<file path="src/rtl/ncmc_pkg.sv">
// Shared types and constants of the nearest class mean classifier.
// Used by every module of the block; depends on nothing.
package ncmc_pkg;

  localparam int MaxClasses = 64;
  localparam int MaxDims    = 256;

  localparam int ElemW   = 32;
  localparam int CountW  = 16;
  localparam int DistW   = 64;
  localparam int ActW    = 3;
  localparam int ClsW    = 6;
  localparam int CfgClsW = 7;
  localparam int CfgDimW = 9;

  localparam logic [DistW-1:0]  DistCap  = 64'h7FFF_FFFF_FFFF_FFFF;
  localparam logic [CountW-1:0] CountMax = 16'hFFFF;

  typedef enum logic [ActW-1:0] {
    ACT_ACCUM     = 3'd0,
    ACT_OVERWRITE = 3'd1,
    ACT_CLASSIFY  = 3'd2,
    ACT_READ_MEAN = 3'd3,
    ACT_CLEAR     = 3'd4
  } action_e;

  typedef enum logic {
    CFG_ACTIVE_CLASSES = 1'b0,
    CFG_ACTIVE_DIMS    = 1'b1
  } cfg_reg_e;

  typedef enum logic {
    RES_MEAN   = 1'b0,
    RES_ANSWER = 1'b1
  } result_kind_e;

  typedef enum logic [1:0] {
    OP_STORE,
    OP_MEAN,
    OP_CLASSIFY
  } op_e;

  typedef enum logic [2:0] {
    ST_IDLE,
    ST_FETCH,
    ST_EVAL,
    ST_DIV,
    ST_SQ,
    ST_ACC,
    ST_EMIT
  } state_e;

endpackage

</file>
<file path="src/rtl/ncmc_dist.sv">
// Distance step: difference, registered square, saturating accumulate.
// Depends on ncmc_pkg for widths and the distance cap.
module ncmc_dist (
  input  logic                               clk_i,
  input  logic                               en_i,
  input  logic signed [ncmc_pkg::ElemW-1:0]  mean_i,
  input  logic signed [ncmc_pkg::ElemW-1:0]  elem_i,
  input  logic        [ncmc_pkg::DistW-1:0]  acc_i,
  output logic        [ncmc_pkg::DistW-1:0]  sum_o
);

  localparam int EW = ncmc_pkg::ElemW;
  localparam int DW = ncmc_pkg::DistW;

  logic [EW:0]   diff, mag;
  logic [DW-1:0] sq_q;
  logic          ovf_q;

  always_comb begin
    diff = {mean_i[EW-1], mean_i} - {elem_i[EW-1], elem_i};
    mag  = diff[EW] ? -diff : diff;
  end

  // Magnitude at or above 2^32 squares past the cap.
  always_ff @(posedge clk_i) begin
    if (en_i) begin
      sq_q  <= DW'(mag[EW-1:0]) * DW'(mag[EW-1:0]);
      ovf_q <= mag[EW];
    end
  end

  always_comb begin
    if (ovf_q || sq_q >= ncmc_pkg::DistCap || acc_i >= ncmc_pkg::DistCap - sq_q) begin
      sum_o = ncmc_pkg::DistCap;
    end else begin
      sum_o = acc_i + sq_q;
    end
  end

endmodule

</file>
<file path="config.mk">
export PLATFORM = sky130hd
export DESIGN_NAME = ncmc_dist
export DESIGN_NICKNAME = d
export VERILOG_FILES = /design/src/rtl/ncmc_pkg.sv /design/src/rtl/ncmc_dist.sv
export SDC_FILE = /design/constraint.sdc
export NUM_CORES = 2
export LEC_CHECK = 0
export BUFFER_PORTS_ARGS = -buffer_cell sky130_fd_sc_hd__buf_4
export CAP_MARGIN = 10
export CORE_MARGIN = 3
export CORE_UTILIZATION = 59
export DETAILED_ROUTE_END_ITERATION = 10
export PLACE_DENSITY = 0.77
export SYNTH_ARGS = -nofsm -noshare
export SYNTH_HDL_FRONTEND = slang
export SYNTH_SLANG_ARGS = --single-unit
</file>
<file path="constraint.sdc">
create_clock -name clk_i -period 12.25 [get_ports clk_i]
set_input_delay 0.6125 -clock clk_i [delete_from_list [all_inputs] [get_ports clk_i]]
set_output_delay 0.6125 -clock clk_i [all_outputs]
set_load 0.05 [all_outputs]
</file>
==> results.toml <==
[critical_path]
critPathLaunchType = "input pin"
worst_path_most_repeated_cell = "fa_1"
cp_data_required_time_ns = 12.32
critPathMaxFanout = 13
crit_path_start = "mean_i[0]"
critical_path_class = "input pin to flip-flop"
slowest_stage = "fa_1"
cp.arrival_ns = 11.92
end_kind = "flip-flop"
slowest_delay_ns = 0.58

[yosys]
ys_types = 99
ys_seq_area_frac = 0.0508
synth_ff_type = "edfxtp_1"
syn_area_um2 = 37900
async_reset_ff_frac = 0
synth_top_area_share = 0.422
synth_area_leaders = "fa_1 42%, ha_1 12%, inv_1 9.3%"
syn-num-nets = 5632
synth-edff-count = 64
synth_top_area_cell = "fa_1"
yosys-top-cells-count = "937 x inv_1, 797 x fa_1, 448 x nand2_1, 409 x nor2_1, 378 x ha_1"
syn_inst = 4327
avgSynthCellArea_um2 = 8.75
yosys_register_bits = 64
yosysWarnings = 0
yosysMostFrequentCell = "inv_1"

[timing]
fmax_ghz = 0.0844
relSlewSlack = 0.387
fin_tns_setup_ns = 0
hold_ws_ns = 0.898
setup-violations-final = 0
fin_crit_ns = 11.85
min_period_over_period = 0.967
drv_slew = 0
tightest_slew_ns = 0.915
hold_viol = 0
rsz0062_at_grt = "false"

[clock_tree]
cts_tree = "done"
cts.hold.buffers_added = 0
clkSinkCount = 64
cts_root_buf = "clkbuf_16"
numCtsBuffers = 9
clk_pin_slew_ns = 0.06
cts_buffer_depth = 2
htreeDepth = 3

[grt]
grt_usage = 0.351
gr-total-overflow = 0
antenna_found_initial = 0
grt_pass1_wl_um = 181000
grt_pass1_vias = 32224
grt_max_degree = 65

[worst_hold_path]
hold_start = "en_i"
hold_class = "input pin to flip-flop"

[place]
place.gp.congestion = 1.00
hpwl_um = 97500
io_buffers = 193

[floorplanning]
die_w_um = 259
die_h_um = 259
core_um2 = 63300
initial_core_util = 0.598
row_count = 92
dieArea_um2 = 67200
ioPinCount = 194

[flow_run]
drv_cap = 0

[status]
status = "finished, final reports clean"

[detailed_routing]
detail_route.wl_per_cell_um = 21.7
finalWirelength_um = 116000
drtIter0Drc = 2719
firstDrtPassIters = 5
num_vias = 30868
viasPerCell = 5.80
antenna_violating_nets_post_route = 0
drcViolationCount = 0

[final_layout]
drive_above_1_share = 0.0992
syn2layout_area_growth_pct = 8.34
nNetsFinal = 5775
-- metrics by stage --
stage               worst slack (ns)   util  cell area [um2]  std cells
floorplan                      0.951      -            37900       4327
global placement              -0.100  0.642            40600       5304
detailed placement            -0.354  0.642            40600       5304
CTS                           0.0971  0.646            40900       5320
global route                 0.00440  0.648            41000       5321
finish                         0.400  0.648            41000       5322
-- cells in the final DEF (no fill, tap or decap), types with 67 or more instances in the layout --
cell type and count:
buf_4 318, a21o_1 117, o21ai_0 96, a21oi_1 186, nor2_1 407, nand2_1 448
fa_1 797, xor2_1 67, xnor2_1 100, ha_1 378, inv_1 933
-- what timing repair did --
item	in CTS	in global routing
resized for setup	1	17
cloned	0	0
pin swaps	0	2
setup buffers	0	1
setup endpoints to repair	2	11
-- worst paths after layout --
check / to / cells after the start
setup / recovery: sq_q[63] / 41
hold / removal: sq_q[56] / 1
-- sequential cells by signal, summed over array words and instances (netlist names) --
register  count
ovf_q         1
sq_q         63
-- layout make-up --
class	instances	area, um2
flip-flops and latches	64	1920
inverters	946	3560
fillers	5357	22300
well taps	846	1060
clock buffers	9	225
repair buffers	320	2430
diodes	1	2.50
clock inverters	7	47.5
multi-input cells	3129	31800
-- cells by family (layout without fill, tap and decap cells) --
group / Yosys count / after routing / synth area share
muxes: 11 / 11 / 0.00314
adders and majority gates: 1175 / 1175 / 0.546
and+or+nand+nor: 1116 / 1116 / 0.128
DFF: 64 / 64 / 0.0508
xor gates and xnor gates: 188 / 188 / 0.0443
AOI/OAI and AO/OA: 639 / 639 / 0.112
buffers and inverters: 1134 / 1282 / 0.115
other: 0 / 1 / 0
-- metal layers --
| metal | vias to the layer above | GRT usage | share of wire |
|---|---|---|---|
| met5 | - | 0 | 0 |
| met3 | 359 | 0.0839 | 0.11 |
| met4 | 0 | 0.141 | 0.051 |
| met1 | 15082 | 0.469 | 0.39 |
| met2 | 1653 | 0.555 | 0.45 |
| li1 | 13774 | - | - |
-- worst max-delay path, delay by kind of cell --
family | cells | cell delay, ns
AOI/OAI and AO/OA | 11 | 3.07
xor gates and xnor gates | 1 | 0.14
buffers and inverters | 9 | 0.89
adders and majority gates | 11 | 4.98
and+or+nand+nor | 9 | 2.20
Power is not shown: default switching activity piles up to over one toggle a cycle in this logic, so the estimate is an artifact.
