**src/rtl/ncmc_pkg.sv**
```systemverilog
// Shared types and constants of the nearest class mean classifier.
// Used by every module of the block; depends on nothing.
package ncmc_pkg;

  localparam int MaxClasses = 64;
  localparam int MaxDims    = 256;

  localparam int ElemW   = 32;
  localparam int CountW  = 16;
  localparam int DistW   = 64;
  localparam int ActW    = 3;
  localparam int ClsW    = 6;
  localparam int CfgClsW = 7;
  localparam int CfgDimW = 9;

  localparam logic [DistW-1:0]  DistCap  = 64'h7FFF_FFFF_FFFF_FFFF;
  localparam logic [CountW-1:0] CountMax = 16'hFFFF;

  typedef enum logic [ActW-1:0] {
    ACT_ACCUM     = 3'd0,
    ACT_OVERWRITE = 3'd1,
    ACT_CLASSIFY  = 3'd2,
    ACT_READ_MEAN = 3'd3,
    ACT_CLEAR     = 3'd4
  } action_e;

  typedef enum logic {
    CFG_ACTIVE_CLASSES = 1'b0,
    CFG_ACTIVE_DIMS    = 1'b1
  } cfg_reg_e;

  typedef enum logic {
    RES_MEAN   = 1'b0,
    RES_ANSWER = 1'b1
  } result_kind_e;

  typedef enum logic [1:0] {
    OP_STORE,
    OP_MEAN,
    OP_CLASSIFY
  } op_e;

  typedef enum logic [2:0] {
    ST_IDLE,
    ST_FETCH,
    ST_EVAL,
    ST_DIV,
    ST_SQ,
    ST_ACC,
    ST_EMIT
  } state_e;

endpackage

```
**src/rtl/ncmc_div.sv**
```systemverilog
// Iterative signed-by-unsigned divider, one quotient bit per cycle, truncating toward zero.
// Depends on ncmc_pkg for widths.
module ncmc_div (
  input  logic                                clk_i,
  input  logic                                rst_ni,
  input  logic                                start_i,
  input  logic signed [ncmc_pkg::ElemW-1:0]   dividend_i,
  input  logic        [ncmc_pkg::CountW-1:0]  divisor_i,
  output logic                                done_o,
  output logic signed [ncmc_pkg::ElemW-1:0]   quot_o
);

  localparam int EW = ncmc_pkg::ElemW;
  localparam int NW = ncmc_pkg::CountW;
  localparam int SW = $clog2(EW);

  logic          busy_q, done_q;
  logic [SW-1:0] step_q;
  logic [EW-1:0] quo_q;
  logic [NW-1:0] rem_q, div_q;
  logic          neg_q;

  logic [NW:0]   rem_sh, rem_sub;
  logic          ge;

  always_comb begin
    rem_sh  = {rem_q, quo_q[EW-1]};
    ge      = rem_sh >= {1'b0, div_q};
    rem_sub = rem_sh - {1'b0, div_q};
  end

  always_ff @(posedge clk_i or negedge rst_ni) begin
    if (!rst_ni) begin
      busy_q <= 1'b0;
      done_q <= 1'b0;
      step_q <= '0;
    end else begin
      done_q <= 1'b0;
      if (start_i) begin
        busy_q <= 1'b1;
        step_q <= '0;
      end else if (busy_q) begin
        step_q <= step_q + 1'b1;
        if (step_q == SW'(EW - 1)) begin
          busy_q <= 1'b0;
          done_q <= 1'b1;
        end
      end
    end
  end

  always_ff @(posedge clk_i) begin
    if (start_i) begin
      quo_q <= dividend_i[EW-1] ? -dividend_i : dividend_i;
      neg_q <= dividend_i[EW-1];
      div_q <= divisor_i;
      rem_q <= '0;
    end else if (busy_q) begin
      quo_q <= {quo_q[EW-2:0], ge};
      rem_q <= ge ? rem_sub[NW-1:0] : rem_sh[NW-1:0];
    end
  end

  assign done_o = done_q;
  assign quot_o = neg_q ? -quo_q : quo_q;

endmodule

```
**config.mk**
```make
export PLATFORM = sky130hd
export DESIGN_NAME = ncmc_div
export DESIGN_NICKNAME = d
export VERILOG_FILES = /design/src/rtl/ncmc_pkg.sv /design/src/rtl/ncmc_div.sv
export SDC_FILE = /design/constraint.sdc
export NUM_CORES = 1
export LEC_CHECK = 0
export ABC_AREA = 0
export BUFFER_PORTS_ARGS = -buffer_cell sky130_fd_sc_hd__buf_2
export CAP_MARGIN = 20
export CELL_PAD_IN_SITES_DETAIL_PLACEMENT = 1
export CELL_PAD_IN_SITES_GLOBAL_PLACEMENT = 1
export CORE_MARGIN = 5
export CORE_UTILIZATION = 48
export CTS_BUF_LIST = sky130_fd_sc_hd__clkbuf_4 sky130_fd_sc_hd__clkbuf_8
export CTS_CLUSTER_SIZE = 30
export DETAILED_ROUTE_END_ITERATION = 10
export PLACE_DENSITY = 0.95
export SLEW_MARGIN = 20
export SYNTH_ARGS = -nofsm -noshare
export SYNTH_HDL_FRONTEND = slang
export SYNTH_SLANG_ARGS = --single-unit
export TNS_END_PERCENT = 100
```
**constraint.sdc**
```tcl
create_clock -name clk_i -period 5.7 [get_ports clk_i]
set_input_delay 0.57 -clock clk_i [delete_from_list [all_inputs] [get_ports clk_i]]
set_output_delay 0.57 -clock clk_i [all_outputs]
set_load 0.005 [all_outputs]
```
==> metrics.cfg, run 1 <==
[logic_synthesis]
yosys_register_bits = 72
syn_avg_cell_area_um2 = 8.97
synthArstFlopShare_pct = 9.72
synth-edff-count = 49
synth-seq-area-share_pct = 37.8
synth-main-ff-cell = edfxtp_1
synthesis.nets = 652
synth_area_um2 = 5200
syn-instance-count = 580
synth_cell_types = 72
yosys_warnings = 0

[drt]
wl_um = 15800
drc = 0
vias = 4890
drt_iter0_drc = 354
avgRoutedWirePerCell_um = 19.9
via_per_inst = 6.16
dr.pass1.iters = 5
ant_nets = 0

[floorplanning]
pin_count = 84
rows = 38
start_util_pct = 48.4
die_area_um2 = 13000
die-height_um = 114
die_x_um = 114
core_um2 = 10700

[setup_path]
endpoint_kind = output port
r2r-start = div_q[10]
crit_start = quo_q[14]
cp.required_ns = 5.13
startpoint_type = flip-flop
criticalPathCategory = reg -> out
arrival_ns = 2.78
cp_max_fo = 4

[global_route]
gr-total-overflow = 0
antenna_found_initial = 0
grt_max_degree = 75
track_usage_pct = 24.4
grt_pass1_wl_um = 25500
grt_pass1_vias = 5017

[clocking]
max-clock-path-buffers = 2
path_clk_slew_ns = 0.08
ctsHoldBuffers = 0
cts_resized = 0
tritoncts = done
clock_latency_ns = 0.36
cts_buffers = 9
postCtsSetupBuffers = 0
cts_root_buf = clkbuf_8
clock-sinks = 72
ctsHtreeMaxLevel = 3

[place]
gp_congestion = 0.866
port_buffers = 83
dp_hpwl_um = 11400
dp_slack_ns = 2.71
place_area_um2 = 5710

[worst_hold_path]
hold_class = in -> async

[layout]
layout_commonest_cell = buf_2
layout_common_cells = buf_2, nor2_1, edfxtp_1
fin_nets = 721
drive_gt1_share_pct = 18.7
synthToLayoutAreaGrowth_pct = 13.9
stdcell_area_um2 = 5930
diodes = 0

[sta]
fmax_ghz = 0.299
tightest_slew_ns = 1.05
relSlewSlack_pct = 29.6
finalCriticalPeriod_ns = 3.35
slew_violations = 0
fin_crit_sh_pct = 58.8
finalWorstSetupSlack_ns = 2.35
timing.setup.tns_ns = 0
finalClockSkew_ns = 0.0121
setup_viol = 0
rsz0062_at_grt = no
finalHoldViolCount = 0

[power]
power.density_nw_per_um2 = 346
leakagePower_nw = 2.44
peakVddDrop_v = 0.000160

[run_status]
outcome = completed

[job]
maxCapViolations = 0

## metrics by stage
step	hold WS (ns)	cells	utilization, %	power, mW
5_1_grt	0.0293	794	55.2	2.16
2_1_floorplan	0.274	580	-	1.30
3_3_place_gp	0.404	778	53.1	1.50
4_1_cts	0.0298	794	55.2	2.04
3_5_place_dp	0.412	778	53.1	1.56
6_report	0.0275	794	55.2	2.05
## critical path, cell delays in order, from the launching register on
cell and delay, ns:
edfxtp_1 0.47, or3_2 0.51, nor3_1 0.55, nand3_1 0.25, o31ai_1 0.33, xnor2_1 0.17
buf_2 0.14
## Yosys cell counts (all sizes together), types with 7 or more instances
cell type / number / area, um2
xor2: 31 / 272
nand3: 24 / 133
o31ai: 17 / 156
or4: 7 / 61.3
a21oi: 45 / 225
dfrtp: 7 / 175
or3: 10 / 68.8
nand2: 41 / 154
o41ai: 7 / 76.3
o21ai: 43 / 215
dfxtp: 16 / 320
nor2: 63 / 244
clkbuf: 20 / 75.1
xnor2: 40 / 350
inv: 28 / 105
ha: 20 / 250
and3: 7 / 43.8
a21o: 7 / 52.6
buf: 8 / 36.3
edfxtp: 49 / 1470
a311oi: 9 / 78.8
nor3: 11 / 55.1
## path summary, 6_finish.rpt
check / to / slack, ns / cells past startpoint
setup / recovery: quot_o[20] / 2.35 / 6
hold / removal: step_q[2] / 0.03 / 1
setup reg to reg: rem_q[1] / 2.46 / 7
hold reg to reg: rem_q[12] / 0.52 / 2
max in group asynchronous: step_q[4] / 5.52 / 1
min in group clk_i: div_q[11] / 0.38 / 1
## registers in the layout, summed over array words and instances, names as in the netlist
register	count
quo_q	32
neg_q	1
rem_q	16
div_q	16
step_q	5
done_o	1
busy_q	1
## metal layers
metal / routed length (um) / share of wire (%) / GRT usage, % / vias to the layer above
li1: - / - / - / 2272
met3: 924 / 5.8 / 3.86 / 59
met1: 6350 / 40 / 29.5 / 2358
met2: 8020 / 51 / 43.1 / 201
met4: 533 / 3.4 / 10.6 / 0
met5: 0 / 0 / 0 / -
## where the power goes
group | switching [mW] | leakage [nW] | internal (mW)
logic | 0.481 | 1.62 | 0.346
clock network | 0.212 | 0.110 | 0.257
registers | 0.104 | 0.715 | 0.654
## final cells by class
| cell class | instances | area [um2] |
|---|---|---|
| fillers | 1307 | 4820 |
| clock inverters | 5 | 81.3 |
| clock buffers | 11 | 139 |
| repair buffers | 86 | 440 |
| multi-input cells | 451 | 3020 |
| flip-flops and latches | 72 | 1970 |
| inverters | 29 | 109 |
| well taps | 140 | 175 |
## cell families (layout without fill, tap and decap cells)
group | after synthesis | after routing | share of synthesized area [%]
simple gates | 188 | 188 | 18.3
mux | 6 | 6 | 1.20
compound gates | 165 | 165 | 21.4
flops | 72 | 72 | 37.8
xor+xnor | 71 | 71 | 11.9
buf+inv | 57 | 131 | 4.23
fa+ha+maj | 21 | 21 | 5.19
(Power assumes the default switching activity.)
==> run 2, diff against run 1 <==
- CORE_UTILIZATION: 48 -> 45
- PLACE_DENSITY: 0.95 -> 0.91
- clock period: 5.7 -> 3.44 ns (I/O delays scaled with it)
==> run 2 against run 1 <==
Effect of this change:
- die area grew 6.1%
- combinational power rose by 62%
- largest cell class unchanged
- first-iteration DRC count decreased by 8.5%
- worst hold slack improved by 0.12 ns
- non-clock buffer count grew 5
- flip-flop and latch count did not move
- clock power up 95%
- via count down 2.5%
==> metrics.cfg, run 2 (synthesis gave the netlist of run 1 again) <==
[job]
maxCapViolations = 0

[clocking]
tritoncts = done
cts_resized = 0
postCtsSetupBuffers = 0
clock_latency_ns = 0.37
cts_root_buf = clkbuf_8
path_clk_slew_ns = 0.09
ctsHtreeMaxLevel = 3
cts_buffers = 9
max-clock-path-buffers = 2
clock-sinks = 72

[floorplanning]
die_x_um = 118
die-height_um = 118
die_area_um2 = 13800
pin_count = 84
core_um2 = 11400
start_util_pct = 45.8
rows = 39

[sta]
relSlewSlack_pct = 59.2
fin_crit_sh_pct = 88.9
slew_violations = 0
finalClockSkew_ns = 0.0135
timing.setup.tns_ns = 0
finalCriticalPeriod_ns = 3.06
tightest_slew_ns = 0.607
fmax_ghz = 0.327
setup_viol = 0
hold_slack_ns = 0.151
finalHoldViolCount = 0
rsz0062_at_grt = no

[layout]
nFillCells = 1352
fin_nets = 726
largest_reg_flops = 32
synthToLayoutAreaGrowth_pct = 15.7
diodes = 0
final_cells = 802
reg_top3 = quo_q (32), div_q (16), rem_q (16)
regMostFlops = quo_q
layout_common_cells = buf_2, nor2_1, edfxtp_1
drive_gt1_share_pct = 19.1
utilization_pct = 53.0
layout_commonest_cell = buf_2

[setup_path]
critPathSlowestCell = or4_4
path_cells = or4_4, nor3b_1, nand4_1, o21ai_0, xnor2_1, buf_2
arrival_ns = 2.71
cp_max_fo = 4
critPathMaxStageDelay_ns = 0.57
timing.reg2reg.worst_path_depth = 8
startpoint_type = flip-flop
crit_start = quo_q[5]
criticalPathCategory = reg -> out
r2r-end = rem_q[2]
cp.required_ns = 3.10
r2r-start = quo_q[31]
r2r_slack_ns = 0.76
endpoint_kind = output port
worstSetupEndpoint = quot_o[30]

[power]
power.density_nw_per_um2 = 583
peakVddDrop_v = 0.000263
leakagePower_nw = 2.49

[global_route]
antenna_found_initial = 0
grt_pass1_vias = 4882
gr-total-overflow = 0
grt_pass1_wl_um = 24300
use_met1_pct = 26.2
grt_max_degree = 59
met3_usage_pct = 5.33
use_met2_pct = 35.9
track_usage_pct = 20.8
busiest_layer = met2

[worst_hold_path]
hold_class = in -> reg
hold_depth = 1

[drt]
dr.pass1.iters = 5
vias = 4770
avgRoutedWirePerCell_um = 18.1
drt_iter0_drc = 324
wl_um = 14500
drc = 0
via_per_inst = 5.95
ant_nets = 0

[place]
dp.cells = 785
dp_hpwl_um = 11000
gp_congestion = 0.910
port_buffers = 83

[run_status]
outcome = completed

-- run 2: changes by cell type in the layout (fill, tap and decap cells not counted), sizes merged --
| cell | delta |
|---|---|
| clkinvlp | -1 |
| bufinv | +2 |
| buf | +4 |
| clkinv | -2 |
| inv | +1 |
| dlygate4sd3 | +1 |
-- run 2: where the power goes --
group | leakage (nW) | switching, mW | internal (mW)
clock network | 0.135 | 0.341 | 0.575
logic | 1.64 | 0.768 | 0.575
registers | 0.715 | 0.166 | 1.08
total | 2.49 | 1.28 | 2.23
-- run 2: cell type report --
cell class                      count  area, um2  area share, %
Sequential cell                    72       1970           32.7
Clock inverter                      5        129           2.14
Tap cell                          143        179           2.97
Clock buffer                       11        139           2.31
Timing Repair Buffer               91        480           7.98
Inverter                           29        109           1.81
Multi-Input combinational cell    451       3020           50.1
-- run 2: worst min-delay path by stage --
stage	start	to
2_1_floorplan	rst_ni	busy_q
3_3_place_gp	rst_ni	step_q[0]
6_report	divisor_i[11]	div_q[11]
5_1_grt	divisor_i[11]	div_q[11]
3_5_place_dp	rst_ni	step_q[2]
4_1_cts	divisor_i[8]	div_q[8]
-- run 2: per-layer routing --
metal	part of all wire, %	vias to the layer above
met5	0	-
met1	43	2323
met4	1.1	0
met3	5.8	19
li1	-	2279
met2	50	149
-- run 2: metrics by stage --
stage / cell area, um2 / setup WS (ns) / total power [mW]
floorplan: 5200 / 1.05 / 2.15
finish: 6020 / 0.381 / 3.51
global route: 6020 / 0.192 / 3.73
CTS: 6020 / 0.351 / 3.51
global placement: 5740 / 0.876 / 2.50
detailed placement: 5740 / 0.780 / 2.58
-- run 2: critical path, delay by kind of cell (launching register included) --
family	cells	cell delay, ns
flip-flops	1	0.46
buffers and inverters	1	0.14
XOR/XNOR	1	0.15
AO/OA/AOI/OAI	1	0.30
AND/OR/NAND/NOR	3	1.30
-- run 2: timing repair --
action                     CTS  global route
setup endpoints to repair    0             0
hold buffers                 1             0
hold endpoints to repair     7             0
